--- config.mk ---
export PLATFORM = sky130hd
export DESIGN_NAME = cpps_ctrl
export DESIGN_NICKNAME = d
export VERILOG_FILES = /design/src/cpps_pkg.sv /design/src/cpps_ctrl.sv
export SDC_FILE = /design/constraint.sdc
export NUM_CORES = 1
export LEC_CHECK = 0
export BUFFER_PORTS_ARGS = -buffer_cell sky130_fd_sc_hd__buf_4
export CAP_MARGIN = 40
export CORE_MARGIN = 1.5
export CORE_UTILIZATION = 55
export DETAILED_ROUTE_END_ITERATION = 6
export HOLD_SLACK_MARGIN = 0.1
export PLACE_DENSITY_LB_ADDON = 0.1
export SYNTH_ARGS = -nofsm -noshare
export SYNTH_HDL_FRONTEND = slang
export SYNTH_SLANG_ARGS = --single-unit
--- constraint.sdc ---
create_clock -name clk -period 3.8 [get_ports clk]
set_input_delay 0.76 -clock clk [delete_from_list [all_inputs] [get_ports clk]]
set_output_delay 0.76 -clock clk [all_outputs]
set_load 0.02 [all_outputs]
--- src/cpps_pkg.sv ---
// cpps_pkg: shared types, codes and constants of the cart-pole step block.
// Holds the microprogram of the step sequence and the sine/cosine table
// builder. Depends on nothing.
package cpps_pkg;

    typedef logic signed [31:0] word_t;

    localparam logic signed [31:0] INV_TWO_PI_Q32 = 32'sd683565276;
    localparam longint unsigned HALF_PI_Q30 = 64'd1686629713;
    localparam longint Q30_ONE = 64'sd1073741824;

    typedef enum logic [2:0] {
        CFG_PUSH_FORCE,
        CFG_TIME_STEP,
        CFG_GRAVITY,
        CFG_POLE_MASS,
        CFG_CART_MASS,
        CFG_HALF_LEN,
        CFG_POS_LIMIT,
        CFG_ANG_LIMIT
    } cfg_idx_t;

    localparam int CFG_COUNT = 8;
    localparam logic [30:0] CFG_RESET [CFG_COUNT] = '{
        31'd655360, 31'd1311, 31'd642253, 31'd6554,
        31'd65536, 31'd32768, 31'd157286, 31'd13726
    };

    typedef enum logic [3:0] {
        OP_NOP,
        OP_MUL,
        OP_FMUL_WB,
        OP_ADD,
        OP_SUB,
        OP_DIV,
        OP_ANG_IDX,
        OP_SC_WB,
        OP_LOAD,
        OP_FIN_STEP,
        OP_FIN_LOAD
    } op_t;

    typedef enum logic [4:0] {
        SRC_ZERO,
        SRC_X,
        SRC_V,
        SRC_A,
        SRC_W,
        SRC_S,
        SRC_C,
        SRC_TOT,
        SRC_PML,
        SRC_TEMP,
        SRC_DEN,
        SRC_TACC,
        SRC_XACC,
        SRC_T1,
        SRC_T2,
        SRC_FORCE,
        SRC_TAU,
        SRC_G,
        SRC_MP,
        SRC_MC,
        SRC_HL,
        SRC_FT,
        SRC_INV2PI
    } src_t;

    typedef enum logic [3:0] {
        DST_NONE,
        DST_X,
        DST_V,
        DST_A,
        DST_W,
        DST_TOT,
        DST_PML,
        DST_TEMP,
        DST_DEN,
        DST_TACC,
        DST_XACC,
        DST_T1,
        DST_T2
    } dst_t;

    typedef struct packed {
        op_t  op;
        src_t a;
        src_t b;
        dst_t dst;
    } cmd_t;

    typedef struct packed {
        logic div_done;
        logic out_free;
    } status_t;

    typedef logic [5:0] pc_t;
    localparam pc_t LOAD_PC = 6'd48;

    function automatic word_t sat64(input logic signed [63:0] v);
        if (v > 64'sd2147483647)
            return 32'sh7FFF_FFFF;
        else if (v < -64'sd2147483648)
            return 32'sh8000_0000;
        else
            return v[31:0];
    endfunction

    function automatic cmd_t mk(input op_t op, input src_t a, input src_t b, input dst_t dst);
        cmd_t c;
        c.op = op;
        c.a = a;
        c.b = b;
        c.dst = dst;
        return c;
    endfunction

    // step sequence; a product takes a MUL and a write-back slot
    function automatic cmd_t ucode(input pc_t pc);
        case (pc)
            6'd0:  return mk(OP_MUL, SRC_A, SRC_INV2PI, DST_NONE);
            6'd1:  return mk(OP_ANG_IDX, SRC_ZERO, SRC_ZERO, DST_NONE);
            6'd2:  return mk(OP_NOP, SRC_ZERO, SRC_ZERO, DST_NONE);
            6'd3:  return mk(OP_SC_WB, SRC_ZERO, SRC_ZERO, DST_NONE);
            6'd4:  return mk(OP_ADD, SRC_MP, SRC_MC, DST_TOT);
            6'd5:  return mk(OP_MUL, SRC_MP, SRC_HL, DST_NONE);
            6'd6:  return mk(OP_FMUL_WB, SRC_ZERO, SRC_ZERO, DST_PML);
            6'd7:  return mk(OP_MUL, SRC_PML, SRC_W, DST_NONE);
            6'd8:  return mk(OP_FMUL_WB, SRC_ZERO, SRC_ZERO, DST_T1);
            6'd9:  return mk(OP_MUL, SRC_T1, SRC_W, DST_NONE);
            6'd10: return mk(OP_FMUL_WB, SRC_ZERO, SRC_ZERO, DST_T1);
            6'd11: return mk(OP_MUL, SRC_T1, SRC_S, DST_NONE);
            6'd12: return mk(OP_FMUL_WB, SRC_ZERO, SRC_ZERO, DST_T1);
            6'd13: return mk(OP_ADD, SRC_FORCE, SRC_T1, DST_T1);
            6'd14: return mk(OP_DIV, SRC_T1, SRC_TOT, DST_TEMP);
            6'd15: return mk(OP_MUL, SRC_MP, SRC_C, DST_NONE);
            6'd16: return mk(OP_FMUL_WB, SRC_ZERO, SRC_ZERO, DST_T1);
            6'd17: return mk(OP_MUL, SRC_T1, SRC_C, DST_NONE);
            6'd18: return mk(OP_FMUL_WB, SRC_ZERO, SRC_ZERO, DST_T1);
            6'd19: return mk(OP_DIV, SRC_T1, SRC_TOT, DST_T1);
            6'd20: return mk(OP_SUB, SRC_FT, SRC_T1, DST_T1);
            6'd21: return mk(OP_MUL, SRC_HL, SRC_T1, DST_NONE);
            6'd22: return mk(OP_FMUL_WB, SRC_ZERO, SRC_ZERO, DST_DEN);
            6'd23: return mk(OP_MUL, SRC_G, SRC_S, DST_NONE);
            6'd24: return mk(OP_FMUL_WB, SRC_ZERO, SRC_ZERO, DST_T1);
            6'd25: return mk(OP_MUL, SRC_C, SRC_TEMP, DST_NONE);
            6'd26: return mk(OP_FMUL_WB, SRC_ZERO, SRC_ZERO, DST_T2);
            6'd27: return mk(OP_SUB, SRC_T1, SRC_T2, DST_T1);
            6'd28: return mk(OP_DIV, SRC_T1, SRC_DEN, DST_TACC);
            6'd29: return mk(OP_MUL, SRC_PML, SRC_TACC, DST_NONE);
            6'd30: return mk(OP_FMUL_WB, SRC_ZERO, SRC_ZERO, DST_T1);
            6'd31: return mk(OP_MUL, SRC_T1, SRC_C, DST_NONE);
            6'd32: return mk(OP_FMUL_WB, SRC_ZERO, SRC_ZERO, DST_T1);
            6'd33: return mk(OP_DIV, SRC_T1, SRC_TOT, DST_T1);
            6'd34: return mk(OP_SUB, SRC_TEMP, SRC_T1, DST_XACC);
            // Euler update: position before velocity, angle before rate
            6'd35: return mk(OP_MUL, SRC_TAU, SRC_V, DST_NONE);
            6'd36: return mk(OP_FMUL_WB, SRC_ZERO, SRC_ZERO, DST_T1);
            6'd37: return mk(OP_ADD, SRC_X, SRC_T1, DST_X);
            6'd38: return mk(OP_MUL, SRC_TAU, SRC_XACC, DST_NONE);
            6'd39: return mk(OP_FMUL_WB, SRC_ZERO, SRC_ZERO, DST_T1);
            6'd40: return mk(OP_ADD, SRC_V, SRC_T1, DST_V);
            6'd41: return mk(OP_MUL, SRC_TAU, SRC_W, DST_NONE);
            6'd42: return mk(OP_FMUL_WB, SRC_ZERO, SRC_ZERO, DST_T1);
            6'd43: return mk(OP_ADD, SRC_A, SRC_T1, DST_A);
            6'd44: return mk(OP_MUL, SRC_TAU, SRC_TACC, DST_NONE);
            6'd45: return mk(OP_FMUL_WB, SRC_ZERO, SRC_ZERO, DST_T1);
            6'd46: return mk(OP_ADD, SRC_W, SRC_T1, DST_W);
            6'd47: return mk(OP_FIN_STEP, SRC_ZERO, SRC_ZERO, DST_NONE);
            6'd48: return mk(OP_LOAD, SRC_ZERO, SRC_ZERO, DST_NONE);
            6'd49: return mk(OP_FIN_LOAD, SRC_ZERO, SRC_ZERO, DST_NONE);
            default: return mk(OP_NOP, SRC_ZERO, SRC_ZERO, DST_NONE);
        endcase
    endfunction

    // Q30 product rounded half up
    function automatic longint unsigned q30_sq(input longint unsigned a,
                                               input longint unsigned b);
        return (a * b + (64'd1 << 29)) >> 30;
    endfunction

    // one quarter-turn table entry: Q30 Taylor series rounded to f fraction bits
    function automatic logic [31:0] trig_entry(input int unsigned k, input int unsigned atb,
                                               input int unsigned f, input bit want_cos);
        longint unsigned x;
        longint unsigned x2;
        longint unsigned t;
        longint sa;
        longint ca;
        longint v;
        longint unsigned r;
        x = (longint'(k) * HALF_PI_Q30) >> atb;
        x2 = q30_sq(x, x);
        // each term from the last, divided by the next two factorial factors
        t = x;
        sa = longint'(x);
        t = q30_sq(t, x2) / 64'd6;   sa = sa - longint'(t);
        t = q30_sq(t, x2) / 64'd20;  sa = sa + longint'(t);
        t = q30_sq(t, x2) / 64'd42;  sa = sa - longint'(t);
        t = q30_sq(t, x2) / 64'd72;  sa = sa + longint'(t);
        t = q30_sq(t, x2) / 64'd110; sa = sa - longint'(t);
        t = q30_sq(t, x2) / 64'd156; sa = sa + longint'(t);
        t = 64'(Q30_ONE);
        ca = Q30_ONE;
        t = q30_sq(t, x2) / 64'd2;   ca = ca - longint'(t);
        t = q30_sq(t, x2) / 64'd12;  ca = ca + longint'(t);
        t = q30_sq(t, x2) / 64'd30;  ca = ca - longint'(t);
        t = q30_sq(t, x2) / 64'd56;  ca = ca + longint'(t);
        t = q30_sq(t, x2) / 64'd90;  ca = ca - longint'(t);
        t = q30_sq(t, x2) / 64'd132; ca = ca + longint'(t);
        t = q30_sq(t, x2) / 64'd182; ca = ca - longint'(t);
        v = want_cos ? ca : sa;
        if (v < 0)
            v = 0;
        if (v > Q30_ONE)
            v = Q30_ONE;
        r = (64'(v) + (64'd1 << (29 - f))) >> (30 - f);
        return r[31:0];
    endfunction

endpackage

--- src/cpps_ctrl.sv ---
// cpps_ctrl: sequencer of the cart-pole step; walks the microprogram in
// cpps_pkg and issues one command a cycle unless idle or stalled. Depends on cpps_pkg.
module cpps_ctrl
    import cpps_pkg::*;
(
    input  logic    clk,
    input  logic    rst_n,
    input  logic    in_valid,
    input  logic    in_opcode,
    output logic    in_ready,
    output logic    take,
    output cmd_t    cmd,
    input  status_t status
);

    typedef enum logic [1:0] {
        ST_IDLE,
        ST_EXEC,
        ST_DIV_WAIT
    } state_t;

    state_t state_reg;
    pc_t    pc_reg;
    logic   in_ready_reg;
    cmd_t   instr;
    logic   is_fin;
    logic   stall;

    assign instr = ucode(pc_reg);
    assign is_fin = (instr.op == OP_FIN_STEP) || (instr.op == OP_FIN_LOAD);
    // a result may only be written once the previous one has gone
    assign stall = is_fin && !status.out_free;
    assign take = in_valid && in_ready_reg;
    assign in_ready = in_ready_reg;

    always_comb
    begin
        cmd = mk(OP_NOP, SRC_ZERO, SRC_ZERO, DST_NONE);
        if (state_reg == ST_EXEC && !stall)
            cmd = instr;
    end

    always_ff @(posedge clk or negedge rst_n)
    begin
        if (!rst_n)
        begin
            state_reg <= ST_IDLE;
            pc_reg <= '0;
            in_ready_reg <= 1'b1;
        end
        else
        begin
            case (state_reg)
                ST_IDLE:
                begin
                    if (take)
                    begin
                        state_reg <= ST_EXEC;
                        in_ready_reg <= 1'b0;
                        pc_reg <= in_opcode ? LOAD_PC : '0;
                    end
                end
                ST_EXEC:
                begin
                    if (!stall)
                    begin
                        pc_reg <= pc_reg + 1'b1;
                        if (instr.op == OP_DIV)
                            state_reg <= ST_DIV_WAIT;
                        else if (is_fin)
                        begin
                            state_reg <= ST_IDLE;
                            in_ready_reg <= 1'b1;
                        end
                    end
                end
                ST_DIV_WAIT:
                begin
                    if (status.div_done)
                        state_reg <= ST_EXEC;
                end
                default:
                    state_reg <= ST_IDLE;
            endcase
        end
    end

endmodule

# After elaboration in Yosys (flattened, before gate mapping)
# Memory sizes are Yosys's and may differ from the RTL's.
# Index checks and enable logic that the tools add are counted.
# Widths: inputs -> output; s select.
[word_totals] register_bits=9 in_bits=6 word_cells=43 memories=1 output_inout_bits=20 mem_bits_ro=1152
[memory_table] memory="(no name shown)" depth=64 width=18 read_ports=1 rd_clocked_by_memory_dff=0 wr=0 line_no="cpps_pkg.sv:120" text="case (pc)"
[op_classes] n_mux=16 n_addsub=1 reduce_logical=11 n_eq_ne=11
[op_table] op="$mux 18" n=1
[op_table] op="$mux 6" n=3
[op_table] op="$pmux 6 s2" n=1
[op_table] op="$mux 2" n=5
[op_table] op="$ne 2x2->1 const B" n=5
[op_table] op="$eq 4x4->1 const B" n=2
[op_table] op="$add 6x1->6 const B" n=1
[op_table] op="$pmux 2 s3" n=1
[op_table] op="$reduce_and 5->1" n=1
[op_table] op="$eq 4x3->1 const B" n=1
[op_table] op="$mux 1" n=4
[op_table] op="$reduce_and 4->1" n=1
[op_table] op="$logic_and 1x1->1" n=3
[op_table] op="$ne 3x2->1 const B" n=1
[op_table] op="$reduce_and 3->1" n=1
[op_table] op="$eq 2x1->1 const B" n=1
[op_table] op="$eq 2x2->1 const B" n=1
[op_table] op="$logic_not 1->1" n=2
[op_table] op="$logic_not 2->1" n=1
[op_table] op="$pmux 1 s2" n=1
[op_table] op="$reduce_bool 2->1" n=1
[op_table] op="$logic_or 1x1->1" n=1

# Depth between registers and ports, before layout
# Gate-level depths: netlist of the first run.
# An unclocked memory read counts as a cell.
[logic_depth] word_depth=7 depth_mapped=11

# Least setup slack after synthesis of the first run
# OpenSTA, ideal clock, no wires.
[synth_path] path_type="reg2out" startpoint="reg pc_reg[0]" endpoint="out cmd[11] (netlist name)" path_buffers=2 arrival_ps=2825 setup_slack_ps=215 required_time_ps=3040 stages_incl_launch_ff=12 path_cell_list="dfrtp_1 > clkbuf_8 > inv_1 > ha_1 > nor2b_4 > nor4b_1 > a31oi_1 > o211ai_2 > xor2_2 > o31ai_4 > buf_6 > a211oi_1"
[synth_lines] element="start, declared" line_no="cpps_ctrl.sv:23" text="pc_t pc_reg;"
[synth_lines] element="start signal, assigned" line_no="cpps_ctrl.sv:60" text="pc_reg <= in_opcode ? LOAD_PC : '0;"
[synth_lines] element="start signal, assigned" line_no="cpps_ctrl.sv:67" text="pc_reg <= pc_reg + 1'b1;"
[synth_lines] element="end, declared" line_no="cpps_ctrl.sv:12" text="output cmd_t cmd,"

==> qor.csv, run 1 <==
stage,metric,value,unit
run_status,outcome,completed,
setup_path,Critical-path top delay cell,sky130_fd_sc_hd__dfrtp_1,
logic_synthesis,number of enable-type register cells in the synthesized netlist,0,
setup_path,kind of capture point of the worst setup path,primary output,
setup_path,biggest fanout along the worst timing path,15,
setup_path,"Arr. time, crit path",2.79,ns
clocking,CTS buffer count,3,
global_route,vias in the first global route,1764,
setup_path,most numerous cell on the critical path,sky130_fd_sc_hd__buf_4,
routing,DR iter-0 viols,236,
placement,final RePlAce weighted congestion,0.9728,
timing,Final Setup Violations,0,
logic_synthesis,Synth Cell Area,0.001779,mm²
timing,max frequency,281.8,MHz
timing,Max Transition Viols Final,0,
timing,Fin Setup TNS,0,ns
global_route,maximum number of pins on one net before global-route repair,35,
finish,FF+latch area,227.7,µm²
die,height of the chip,59.88,µm
clocking,clock transition at the registers of the reported paths,0.06,ns
logic_synthesis,mean post-synth cell area,7.088,µm²
timing,RSZ-0062 raised after global routing,no,
placement,number of port buffers,25,
global_route,global route overflow,0,
logic_synthesis,Synth async-reset ratio,100.0,%
timing,period utilization,93.40,%
die,Core Box Area,0.003053,mm²
clocking,CTS H-Tree Depth,1,
routing,post-detailed-route wirelength per cell,17.56,µm
finish,Fill cells,287,
clocking,clock network latency to the later pin of the worst-skew pair,0.26,ns
setup_path,Worst Path Required,3.04,ns
clocking,Clock Tree Buf Depth,2,
flow_run,max-cap viol count,0,
timing,setup clock skew after layout,0.005795,ns
finish,layout cells sized above 1,22.88,%
timing,Least-Margin Pin Slew,0.5778,ns
logic_synthesis,post-synthesis sequential area ratio,12.73,%
finish,number of flip-flops under the largest register name,6,
die,number of top-level pins,26,
logic_synthesis,net count after synthesis,269,
routing,residual DRC count,0,
setup_path,delay of the slowest cell on the worst path,0.39,ns
setup_path,nature of the critical path startpoint,flop,
global_route,antenna violations before repair,0,
clocking,clock tree from TritonCTS,done,
routing,final WL,5.532,mm
routing,Via Count,2045,
logic_synthesis,primary flip-flop cell chosen by synthesis mapping,sky130_fd_sc_hd__dfrtp_1,
placement,detailed-placement wirelength estimate,4.001,mm
logic_synthesis,number of distinct library cell variants in the gate-level netlist after synthesis,53,
setup_path,category of the most critical setup path,flop to primary output,
clocking,Root Buffer,sky130_fd_sc_hd__clkbuf_4,
die,Die Width,59.88,µm
logic_synthesis,Post-Syn Instances,251,
die,starting density of the core,58.28,%
routing,first drt pass iteration count,5,
logic_synthesis,total of flip-flops plus latches after synthesis,9,
finish,"Area growth, synth to finish",11.95,%
finish,number of diodes added for antenna fixing,0,
global_route,wire length of the first global-routing pass,8.832,mm
logic_synthesis,warnings from Yosys,0,
global_route,total global-route track usage,32.12,%
clocking,number of clock sinks seen by CTS,9,
die,Std-Cell Rows,20,
setup_path,cells along the critical path,inv_2 -> ha_2 -> nand2b_1 -> nand4_1 -> o311ai_1 -> a21oi_2 -> xor2_2 -> o31ai_4 -> buf_4 -> nor3_1 -> buf_4,
routing,final antenna-violating net count,0,
finish,multi-input combinational cell area,0.001345,mm²
timing,Worst slew margin,61.19,%
timing,hold violation count in the final report,0,
routing,average vias per placed instance,6.492,
die,area of the die,0.003585,mm²
timing,shortest clock period the worst path allows after layout,3.549,ns
finish,nets,290,
min_path,worst min path class,primary input to async pin,
stage by stage:
stage	cell area (µm²)	util, %	worst slack, ns	instances	hold slack (ns)
2_1_floorplan	1779	-	0.2155	251	0.4644
5_1_grt	1992	65.25	0.07054	315	0.3082
4_1_cts	1978	64.80	0.1493	314	0.3065
6_report	1992	65.25	0.2509	315	0.3055
3_3_place_gp	1952	63.93	0.4801	310	0.5336
3_5_place_dp	1952	63.93	0.4412	310	0.5422
worst paths after layout:
kind / slack (ns) / from / cells past startpoint / endpoint
min reg2reg: 0.55 / state_reg[0]$_DFFE_PN0P_ / 1 / state_reg[1]$_DFFE_PN0P_
max reg2reg: 1.12 / pc_reg[0]$_DFFE_PN0P_ / 9 / pc_reg[1]$_DFFE_PN0P_
max: 0.25 / pc_reg[0]$_DFFE_PN0P_ / 11 / cmd[10]
min in group clk: 0.55 / state_reg[0]$_DFFE_PN0P_ / 1 / state_reg[1]$_DFFE_PN0P_
min: 0.31 / rst_n / 1 / pc_reg[5]$_DFFE_PN0P_
max in group asynchronous: 3.27 / rst_n / 1 / in_ready$_DFFE_PN1P_
layer usage:
metal | vias up | track usage, % | part of all wire, % | routed length, µm
met1 | 936 | 47.77 | 43 | 2362
met3 | 11 | 5.628 | 11 | 594
met2 | 129 | 48.76 | 46 | 2524
met4 | 0 | 5.397 | 0.92 | 51
met5 | - | 0 | 0 | 0
li1 | 969 | - | - | -
critical path, delay by kind of cell, from the launching register on:
| family | cells | cell delay, ns |
|---|---|---|
| simple gates | 3 | 0.54 |
| fa+ha+maj | 1 | 0.34 |
| buf+inv | 3 | 0.50 |
| flops | 1 | 0.39 |
| xor+xnor | 1 | 0.27 |
| compound gates | 3 | 0.47 |
synth_stat cells (3+ instances only):
| cell | instances | share of area, % |
|---|---|---|
| sky130_fd_sc_hd__o21ai_0 | 19 | 5.3 |
| sky130_fd_sc_hd__o2111ai_1 | 4 | 2.0 |
| sky130_fd_sc_hd__nand2b_1 | 6 | 2.1 |
| sky130_fd_sc_hd__clkbuf_8 | 6 | 4.6 |
| sky130_fd_sc_hd__a211oi_1 | 5 | 2.1 |
| sky130_fd_sc_hd__dfrtp_1 | 8 | 11 |
| sky130_fd_sc_hd__or3_1 | 3 | 1.1 |
| sky130_fd_sc_hd__nand4_1 | 3 | 1.1 |
| sky130_fd_sc_hd__inv_1 | 9 | 1.9 |
| sky130_fd_sc_hd__mux2i_1 | 6 | 3.4 |
| sky130_fd_sc_hd__buf_1 | 5 | 1.1 |
| sky130_fd_sc_hd__clkbuf_1 | 10 | 2.1 |
| sky130_fd_sc_hd__o211ai_1 | 6 | 2.5 |
| sky130_fd_sc_hd__nand2_1 | 28 | 5.9 |
| sky130_fd_sc_hd__o311ai_0 | 4 | 2.0 |
| sky130_fd_sc_hd__nor3_1 | 10 | 2.8 |
| sky130_fd_sc_hd__nor2_1 | 27 | 5.7 |
| sky130_fd_sc_hd__a31oi_1 | 7 | 2.5 |
| sky130_fd_sc_hd__ha_1 | 12 | 8.4 |
| sky130_fd_sc_hd__and2b_2 | 3 | 1.5 |
| sky130_fd_sc_hd__nand3_1 | 6 | 1.7 |
| sky130_fd_sc_hd__a21oi_1 | 27 | 7.6 |
cell type report:
| type | count | area share, % |
|---|---|---|
| sequential | 9 | 11.43 |
| inverter | 10 | 1.884 |
| timing repair buffer | 40 | 15.08 |
| multi-input combinational | 208 | 67.53 |
| tap | 44 | 2.764 |
| clock buffer | 4 | 1.319 |
cell usage in the layout, fill, tap and decap left out, types with 4 or more instances in the layout:
master / netlist / routed
sky130_fd_sc_hd__buf_4: 0 / 40
sky130_fd_sc_hd__nand2_1: 28 / 28
sky130_fd_sc_hd__a21oi_1: 27 / 27
sky130_fd_sc_hd__nor2_1: 27 / 27
sky130_fd_sc_hd__o21ai_0: 19 / 19
sky130_fd_sc_hd__nor3_1: 10 / 10
sky130_fd_sc_hd__ha_1: 12 / 10
sky130_fd_sc_hd__inv_1: 9 / 8
sky130_fd_sc_hd__a31oi_1: 7 / 7
sky130_fd_sc_hd__dfrtp_1: 8 / 7
sky130_fd_sc_hd__mux2i_1: 6 / 6
sky130_fd_sc_hd__nand3_1: 6 / 6
sky130_fd_sc_hd__nand2b_1: 6 / 6
sky130_fd_sc_hd__o211ai_1: 6 / 6
sky130_fd_sc_hd__a211oi_1: 5 / 5
sky130_fd_sc_hd__o2111ai_1: 4 / 4
sky130_fd_sc_hd__o311ai_0: 4 / 4
logic make-up (layout without fill, tap and decap cells):
family | Yosys count | in the layout | synth area share, %
muxes | 8 | 8 | 5.485
AOI/OAI and AO/OA | 91 | 91 | 34.04
and+or+nand+nor | 96 | 96 | 26.44
adders and majority gates | 12 | 12 | 8.439
buffers and inverters | 34 | 54 | 11.95
DFF | 9 | 9 | 12.73
xor gates and xnor gates | 1 | 1 | 0.9145
what timing repair did:
action,CTS,global route
resized for setup,0,4
buffers inserted,0,1
setup endpoints to repair,0,12
hold buffers,0,0
Power of run 1 is not shown: default switching activity piles up to over one toggle a cycle in this logic, so the estimate is an artifact.
==> run 2: changes to the inputs <==
--- a/config.mk
+++ b/config.mk
@@ -12,6 +12,7 @@
 export DETAILED_ROUTE_END_ITERATION = 6
 export HOLD_SLACK_MARGIN = 0.1
 export PLACE_DENSITY_LB_ADDON = 0.1
+export REMOVE_ABC_BUFFERS = 1
 export SYNTH_ARGS = -nofsm -noshare
 export SYNTH_HDL_FRONTEND = slang
 export SYNTH_SLANG_ARGS = --single-unit
==> run 2 against run 1 <==
Against the previous run: register-to-register slack got worse by 0.08 ns; non-clock buffer count increased by 1; critical path depth unchanged; design area increased by 1.5%; utilization increased by 0.98 points; setup slack got worse by 0.15 ns; first-iteration DRC count decreased by 9.7%; sequential share of layout area decreased by 0.17 points; clock skew decreased by 0.0013 ns; global-route usage decreased by 0.88 points; flip-flop and latch count unchanged.
==> qor.csv, run 2 (synthesis gave the netlist of run 1 again) <==
stage,metric,value,unit,change
global_route,total global-route track usage,31.24,%,was 32.12%
flow_run,max-cap viol count,0,,unchanged
setup_path,kind of capture point of the worst setup path,primary output,,unchanged
setup_path,"Arr. time, crit path",2.94,ns,was 2.79 ns
timing,shortest clock period the worst path allows after layout,3.700,ns,was 3.549 ns
timing,Final Setup Violations,0,,unchanged
routing,average vias per placed instance,6.680,,was 6.492
finish,number of flip-flops under the largest register name,6,,unchanged
clocking,CTS H-Tree Depth,1,,unchanged
placement,number of port buffers,25,,unchanged
run_status,outcome,completed,,unchanged
clocking,clock transition at the registers of the reported paths,0.07,ns,was 0.06 ns
die,starting density of the core,58.28,%,unchanged
clocking,clock tree from TritonCTS,done,,unchanged
clocking,clock network latency to the later pin of the worst-skew pair,0.26,ns,about the same
finish,"most common cell after layout, fill and taps aside",sky130_fd_sc_hd__buf_4,,unchanged
placement,setup slack after placement,0.4513,ns,was 0.4412 ns
timing,Worst slew margin,54.58,%,was 61.19%
finish,"Area growth, synth to finish",13.64,%,was 11.95%
clocking,post-CTS setup-driven buffer insertion count,0,,unchanged
clocking,Root Buffer,sky130_fd_sc_hd__clkbuf_4,,unchanged
routing,residual DRC count,0,,unchanged
global_route,global route overflow,0,,unchanged
routing,final antenna-violating net count,0,,unchanged
min_path,worst min path class,primary input to async pin,,unchanged
die,area of the die,0.003585,mm²,unchanged
die,Std-Cell Rows,20,,unchanged
die,Core Box Area,0.003053,mm²,unchanged
routing,final WL,5.484,mm,was 5.532 mm
timing,max frequency,270.2,MHz,was 281.8 MHz
finish,layout cells sized above 1,22.43,%,was 22.88%
global_route,antenna violations before repair,0,,unchanged
placement,final RePlAce weighted congestion,0.9664,,was 0.9728
routing,first drt pass iteration count,5,,unchanged
die,height of the chip,59.88,µm,unchanged
timing,hold violation count in the final report,0,,unchanged
setup_path,Worst Path Required,3.04,ns,about the same
clocking,number of clock sinks seen by CTS,9,,unchanged
clocking,Clock Tree Buf Depth,2,,unchanged
finish,highest-count cells in the layout ignoring fill and taps,"39 x sky130_fd_sc_hd__buf_4, 28 x sky130_fd_sc_hd__nand2_1, 27 x sky130_fd_sc_hd__a21oi_1, 27 x sky130_fd_sc_hd__nor2_1, 19 x sky130_fd_sc_hd__o21ai_0",,"was 40 x sky130_fd_sc_hd__buf_4, 28 x sky130_fd_sc_hd__nand2_1, 27 x sky130_fd_sc_hd__a21oi_1, 27 x sky130_fd_sc_hd__nor2_1, 19 x sky130_fd_sc_hd__o21ai_0"
timing,Least-Margin Pin Slew,0.6813,ns,was 0.5778 ns
setup_path,category of the most critical setup path,flop to primary output,,unchanged
routing,DR iter-0 viols,213,,was 236
die,Die Width,59.88,µm,unchanged
routing,post-detailed-route wirelength per cell,17.35,µm,was 17.56 µm
timing,setup clock skew after layout,0.004483,ns,was 0.005795 ns
global_route,wire length of the first global-routing pass,8.714,mm,was 8.832 mm
die,number of top-level pins,26,,unchanged
setup_path,biggest fanout along the worst timing path,10,,was 15
timing,worst path setup slack after routing,0.09957,ns,was 0.2509 ns
placement,detailed-placement wirelength estimate,3.955,mm,was 4.001 mm
routing,Via Count,2111,,was 2045
clocking,CTS buffer count,3,,unchanged
finish,nets,291,,was 290
global_route,maximum number of pins on one net before global-route repair,37,,was 35
finish,number of diodes added for antenna fixing,0,,unchanged
global_route,vias in the first global route,1685,,was 1764
timing,period utilization,97.38,%,was 93.40%
setup_path,nature of the critical path startpoint,flop,,unchanged
timing,Max Transition Viols Final,0,,unchanged
==> run 2: cell types whose count changed in the layout (fill, tap and decap cells not counted) <==
cell and change:
sky130_fd_sc_hd__buf_4 -1, sky130_fd_sc_hd__inv_2 -1, sky130_fd_sc_hd__buf_12 +2, sky130_fd_sc_hd__ha_1 +1, sky130_fd_sc_hd__ha_2 -1, sky130_fd_sc_hd__inv_1 +1
==> run 2: metal layers <==
layer | vias up | global-route usage (%) | wire (µm)
li1 | 972 | - | -
met1 | 961 | 46.97 | 2298
met2 | 166 | 47.98 | 2547
met3 | 12 | 4.329 | 578
met4 | 0 | 4.762 | 60
met5 | - | 0 | 0
==> run 2: worst max-delay path, cell delays in order (launching register included) <==
cell	delay (ns)
sky130_fd_sc_hd__dfrtp_1	0.38
sky130_fd_sc_hd__inv_1	0.08
sky130_fd_sc_hd__buf_4	0.17
sky130_fd_sc_hd__ha_1	0.42
sky130_fd_sc_hd__nand2_1	0.14
sky130_fd_sc_hd__o311ai_1	0.35
sky130_fd_sc_hd__a21oi_2	0.12
sky130_fd_sc_hd__xor2_2	0.20
sky130_fd_sc_hd__o31ai_4	0.25
sky130_fd_sc_hd__buf_4	0.20
sky130_fd_sc_hd__and2b_2	0.22
sky130_fd_sc_hd__buf_4	0.15
==> run 2: worst paths after layout <==
kind / startpoint / end / slack [ns] / cells past startpoint
max reg2reg: pc_reg[1]$_DFFE_PN0P_ / pc_reg[1]$_DFFE_PN0P_ / 1.04 / 10
max in group asynchronous: rst_n / in_ready$_DFFE_PN1P_ / 3.27 / 1
min in group clk: state_reg[0]$_DFFE_PN0P_ / state_reg[1]$_DFFE_PN0P_ / 0.55 / 1
max: pc_reg[1]$_DFFE_PN0P_ / cmd[14] / 0.1 / 11
min: rst_n / pc_reg[2]$_DFFE_PN0P_ / 0.31 / 1
min reg2reg: state_reg[0]$_DFFE_PN0P_ / state_reg[1]$_DFFE_PN0P_ / 0.55 / 1
==> run 2: stage by stage <==
stage               instances  utilization [%]  area (µm²)  setup TNS (ns)  hold WS [ns]
floorplan                 227                -        1604               0        0.4644
global placement          312            65.25        1992               0        0.5321
detailed placement        312            65.25        1992               0        0.5503
CTS                       316            66.11        2018               0        0.3067
global route              316            66.23        2022         -0.1226        0.3050
finish                    316            66.23        2022               0        0.3058
==> run 2: layout make-up <==
cell class              instances  area (µm²)
inverters                      10       37.54
repair buffers                 41       332.8
flip-flops and latches          9       227.7
well taps                      44       55.05
fillers                       302        1031
clock buffers                   4       26.28
multi-input cells             208        1343
==> run 2: what timing repair did <==
action                                  in CTS  in global routing
endpoints found under the setup margin       0                  2
gates resized for setup                      0                  2
hold buffers                                 0                  0
endpoints found under the hold margin        0                  0
Power of run 2 is left out for the same reason.
==> run 3: changes to the inputs <==
--- a/config.mk
+++ b/config.mk
@@ -8,7 +8,7 @@
 export BUFFER_PORTS_ARGS = -buffer_cell sky130_fd_sc_hd__buf_4
 export CAP_MARGIN = 40
 export CORE_MARGIN = 1.5
-export CORE_UTILIZATION = 55
+export CORE_UTILIZATION = 53
 export DETAILED_ROUTE_END_ITERATION = 6
 export HOLD_SLACK_MARGIN = 0.1
 export PLACE_DENSITY_LB_ADDON = 0.1
==> constraint.sdc (replaced) <==
create_clock -name clk -period 3.2 [get_ports clk]
set_input_delay 0.64 -clock clk [delete_from_list [all_inputs] [get_ports clk]]
set_output_delay 0.64 -clock clk [all_outputs]
set_load 0.02 [all_outputs]
==> run 3 against run 2 <==
Against the previous run: the run now ends with setup timing left; global-route usage increased by 0.89 points; design area up 8.3%; hold slack worse by 0.12 ns; setup slack got worse by 0.14 ns; register-to-register slack lost 0.48 ns; routed wire length increased by 5.6%; die area increased by 3.6%.
==> qor.csv, run 3 (synthesis gave the netlist of run 1 again) <==
stage,metric,value,unit,change
clocking,hold-fix buffer count after cts,0,,unchanged
setup_path,category of the most critical setup path,flop to primary output,,unchanged
global_route,total global-route track usage,32.12,%,was 31.24%
min_path,worst min path class,primary input to async pin,,unchanged
die,height of the chip,60.94,µm,was 59.88 µm
setup_path,delay of the slowest cell on the worst path,0.41,ns,was 0.42 ns
routing,residual DRC count,0,,unchanged
finish,"Area growth, synth to finish",23.07,%,was 13.64%
clocking,clock network latency to the later pin of the worst-skew pair,0.27,ns,was 0.26 ns
timing,Worst slew margin,53.92,%,was 54.58%
routing,average vias per placed instance,6.529,,was 6.680
finish,layout cells sized above 1,29.97,%,was 22.43%
setup_path,CP Buf/Inv Count,3,,was 4
global_route,wire length of the first global-routing pass,8.942,mm,was 8.714 mm
placement,setup slack after placement,0.03451,ns,was 0.4513 ns
clocking,CTS H-Tree Depth,1,,unchanged
timing,RSZ-0062 raised after global routing,yes,,
die,Std-Cell Rows,20,,unchanged
setup_path,cell type group with the largest total delay on the critical path,compound AO/OA/AOI/OAI gates,,unchanged
setup_path,worst reg2reg endpoint,pc_reg[1]$_DFFE_PN0P_,,unchanged
flow_run,max-cap viol count,0,,unchanged
clocking,number of clock sinks seen by CTS,9,,unchanged
placement,detailed-placement wirelength estimate,4.070,mm,was 3.955 mm
global_route,global route overflow,0,,unchanged
setup_path,kind of capture point of the worst setup path,primary output,,unchanged
finish,FF+latch area,226.5,µm²,was 227.7 µm²
routing,first drt pass iteration count,5,,unchanged
clocking,CTS buffer count,3,,unchanged
setup_path,nature of the critical path startpoint,flop,,unchanged
global_route,maximum number of pins on one net before global-route repair,25,,was 37
clocking,Clock Tree Buf Depth,2,,unchanged
clocking,clock tree from TritonCTS,done,,unchanged
placement,final RePlAce weighted congestion,1.013,,was 0.9664
timing,shortest clock period the worst path allows after layout,3.239,ns,
die,Core Box Area,0.003128,mm²,was 0.003053 mm²
timing,max frequency,308.7,MHz,
timing,Final Setup Violations,13,,was 0
finish,number of flip-flops under the largest register name,6,,unchanged
setup_path,Critical-path top delay cell,sky130_fd_sc_hd__dfrtp_1,,was sky130_fd_sc_hd__ha_1
run_status,outcome,"finished, violations left",,was completed
routing,Via Count,2161,,was 2111
timing,setup clock skew after layout,0.006617,ns,was 0.004483 ns
placement,number of port buffers,25,,unchanged
clocking,Root Buffer,sky130_fd_sc_hd__clkbuf_4,,unchanged
finish,nets,306,,was 291
die,number of top-level pins,26,,unchanged
finish,multi-input combinational cell area,0.001399,mm²,was 0.001343 mm²
timing,worst path setup slack after routing,-0.03936,ns,was 0.09957 ns
global_route,antenna violations before repair,0,,unchanged
timing,hold violation count in the final report,0,,unchanged
setup_path,cells along the critical path,inv_4 -> ha_4 -> nor2b_4 -> nor4b_2 -> a31oi_1 -> o211ai_2 -> xor2_2 -> o31ai_4 -> buf_6 -> a211oi_2 -> buf_4,,was inv_1 -> buf_4 -> ha_1 -> nand2_1 -> o311ai_1 -> a21oi_2 -> xor2_2 -> o31ai_4 -> buf_4 -> and2b_2 -> buf_4
timing,Max Transition Viols Final,0,,unchanged
routing,final WL,5.792,mm,was 5.484 mm
die,area of the die,0.003714,mm²,was 0.003585 mm²
setup_path,worst reg-to-reg setup slack,0.56,ns,was 1.04 ns
setup_path,"Arr. time, crit path",2.60,ns,was 2.94 ns
finish,"most common cell after layout, fill and taps aside",sky130_fd_sc_hd__buf_4,,unchanged
run_status,violations in the final reports,setup timing,,
routing,DR iter-0 viols,226,,was 213
setup_path,Worst R2R Path Depth,11,,was 10
global_route,vias in the first global route,1835,,was 1685
routing,post-detailed-route wirelength per cell,17.50,µm,was 17.35 µm
timing,Least-Margin Pin Slew,0.6860,ns,was 0.6813 ns
setup_path,biggest fanout along the worst timing path,7,,was 10
timing,period utilization,101.2,%,
finish,highest-count cells in the layout ignoring fill and taps,"50 x sky130_fd_sc_hd__buf_4, 28 x sky130_fd_sc_hd__nand2_1, 27 x sky130_fd_sc_hd__a21oi_1",,"was 39 x sky130_fd_sc_hd__buf_4, 28 x sky130_fd_sc_hd__nand2_1, 27 x sky130_fd_sc_hd__a21oi_1, 27 x sky130_fd_sc_hd__nor2_1, 19 x sky130_fd_sc_hd__o21ai_0"
routing,final antenna-violating net count,0,,unchanged
setup_path,Crit Reg-Reg Startpoint,pc_reg[0]$_DFFE_PN0P_,,was pc_reg[1]$_DFFE_PN0P_
setup_path,Worst Path Required,2.56,ns,was 3.04 ns
die,Die Width,60.94,µm,was 59.88 µm
clocking,clock transition at the registers of the reported paths,0.06,ns,was 0.07 ns
die,starting density of the core,56.88,%,was 58.28%
finish,number of diodes added for antenna fixing,0,,unchanged
finish,Fill cells,279,,was 302
-- run 3: how the worst max path moves through the flow --
stage / to / depth (start not counted) / from / slack [ns]
6_report: cmd[3] / 11 / pc_reg[0]$_DFFE_PN0P_ / -0.04
3_5_place_dp: cmd[9] / 11 / pc_reg[0]$_DFFE_PN0P_ / 0.03
3_3_place_gp: cmd[10] / 11 / pc_reg[0]$_DFFE_PN0P_ / 0.16
2_1_floorplan: cmd[14] / 7 / pc_reg[2]$_DFFE_PN0P_ / -0.34
4_1_cts: cmd[4] / 11 / pc_reg[1]$_DFFE_PN0P_ / 0.009
5_1_grt: cmd[3] / 11 / pc_reg[1]$_DFFE_PN0P_ / -0.12
-- run 3: cell type report --
| cell class | instances | share of cell area [%] |
|---|---|---|
| Clock buffer | 4 | 1.200 |
| Inverter | 10 | 1.829 |
| Multi-Input combinational cell | 208 | 63.89 |
| Sequential cell | 9 | 10.34 |
| Tap cell | 44 | 2.514 |
| Timing Repair Buffer | 56 | 20.23 |
-- run 3: through the flow --
stage / cell area [µm²] / setup TNS [ns] / hold slack (ns) / cells / utilization, %
2_1_floorplan: 1604 / -3.983 / 0.3444 / 227 / -
3_3_place_gp: 2012 / 0 / 0.4734 / 318 / 64.32
3_5_place_dp: 2012 / 0 / 0.4744 / 318 / 64.32
4_1_cts: 2108 / 0 / 0.1849 / 325 / 67.40
5_1_grt: 2190 / -1.620 / 0.1817 / 331 / 70.00
6_report: 2190 / -0.3065 / 0.1839 / 331 / 70.00
-- run 3: worst reg2reg max path: cells and delay by family (launching register included) --
family | cells | cell delay [ns]
and+or+nand+nor | 2 | 0.23
muxes | 1 | 0.29
adders and majority gates | 1 | 0.30
xor gates and xnor gates | 1 | 0.22
buffers and inverters | 3 | 0.40
AOI/OAI and AO/OA | 3 | 0.68
DFF | 1 | 0.41
-- run 3: layer usage --
metal / wire length, µm / GRT usage (%) / vias to the layer above / share of wire (%)
met5: 0 / 0 / - / 0
met4: 87 / 6.832 / 0 / 1.5
met3: 645 / 3.838 / 14 / 11
met2: 2659 / 52.23 / 164 / 46
met1: 2399 / 45.75 / 985 / 41
li1: - / - / 998 / -
-- run 3: repair_timing --
action                                  4_1_cts  5_1_grt
endpoints found under the setup margin       15       15
setup buffers                                 3        6
pin swaps                                     3        5
gates resized for setup                       9       12
Power of run 3 is left out for the same reason.
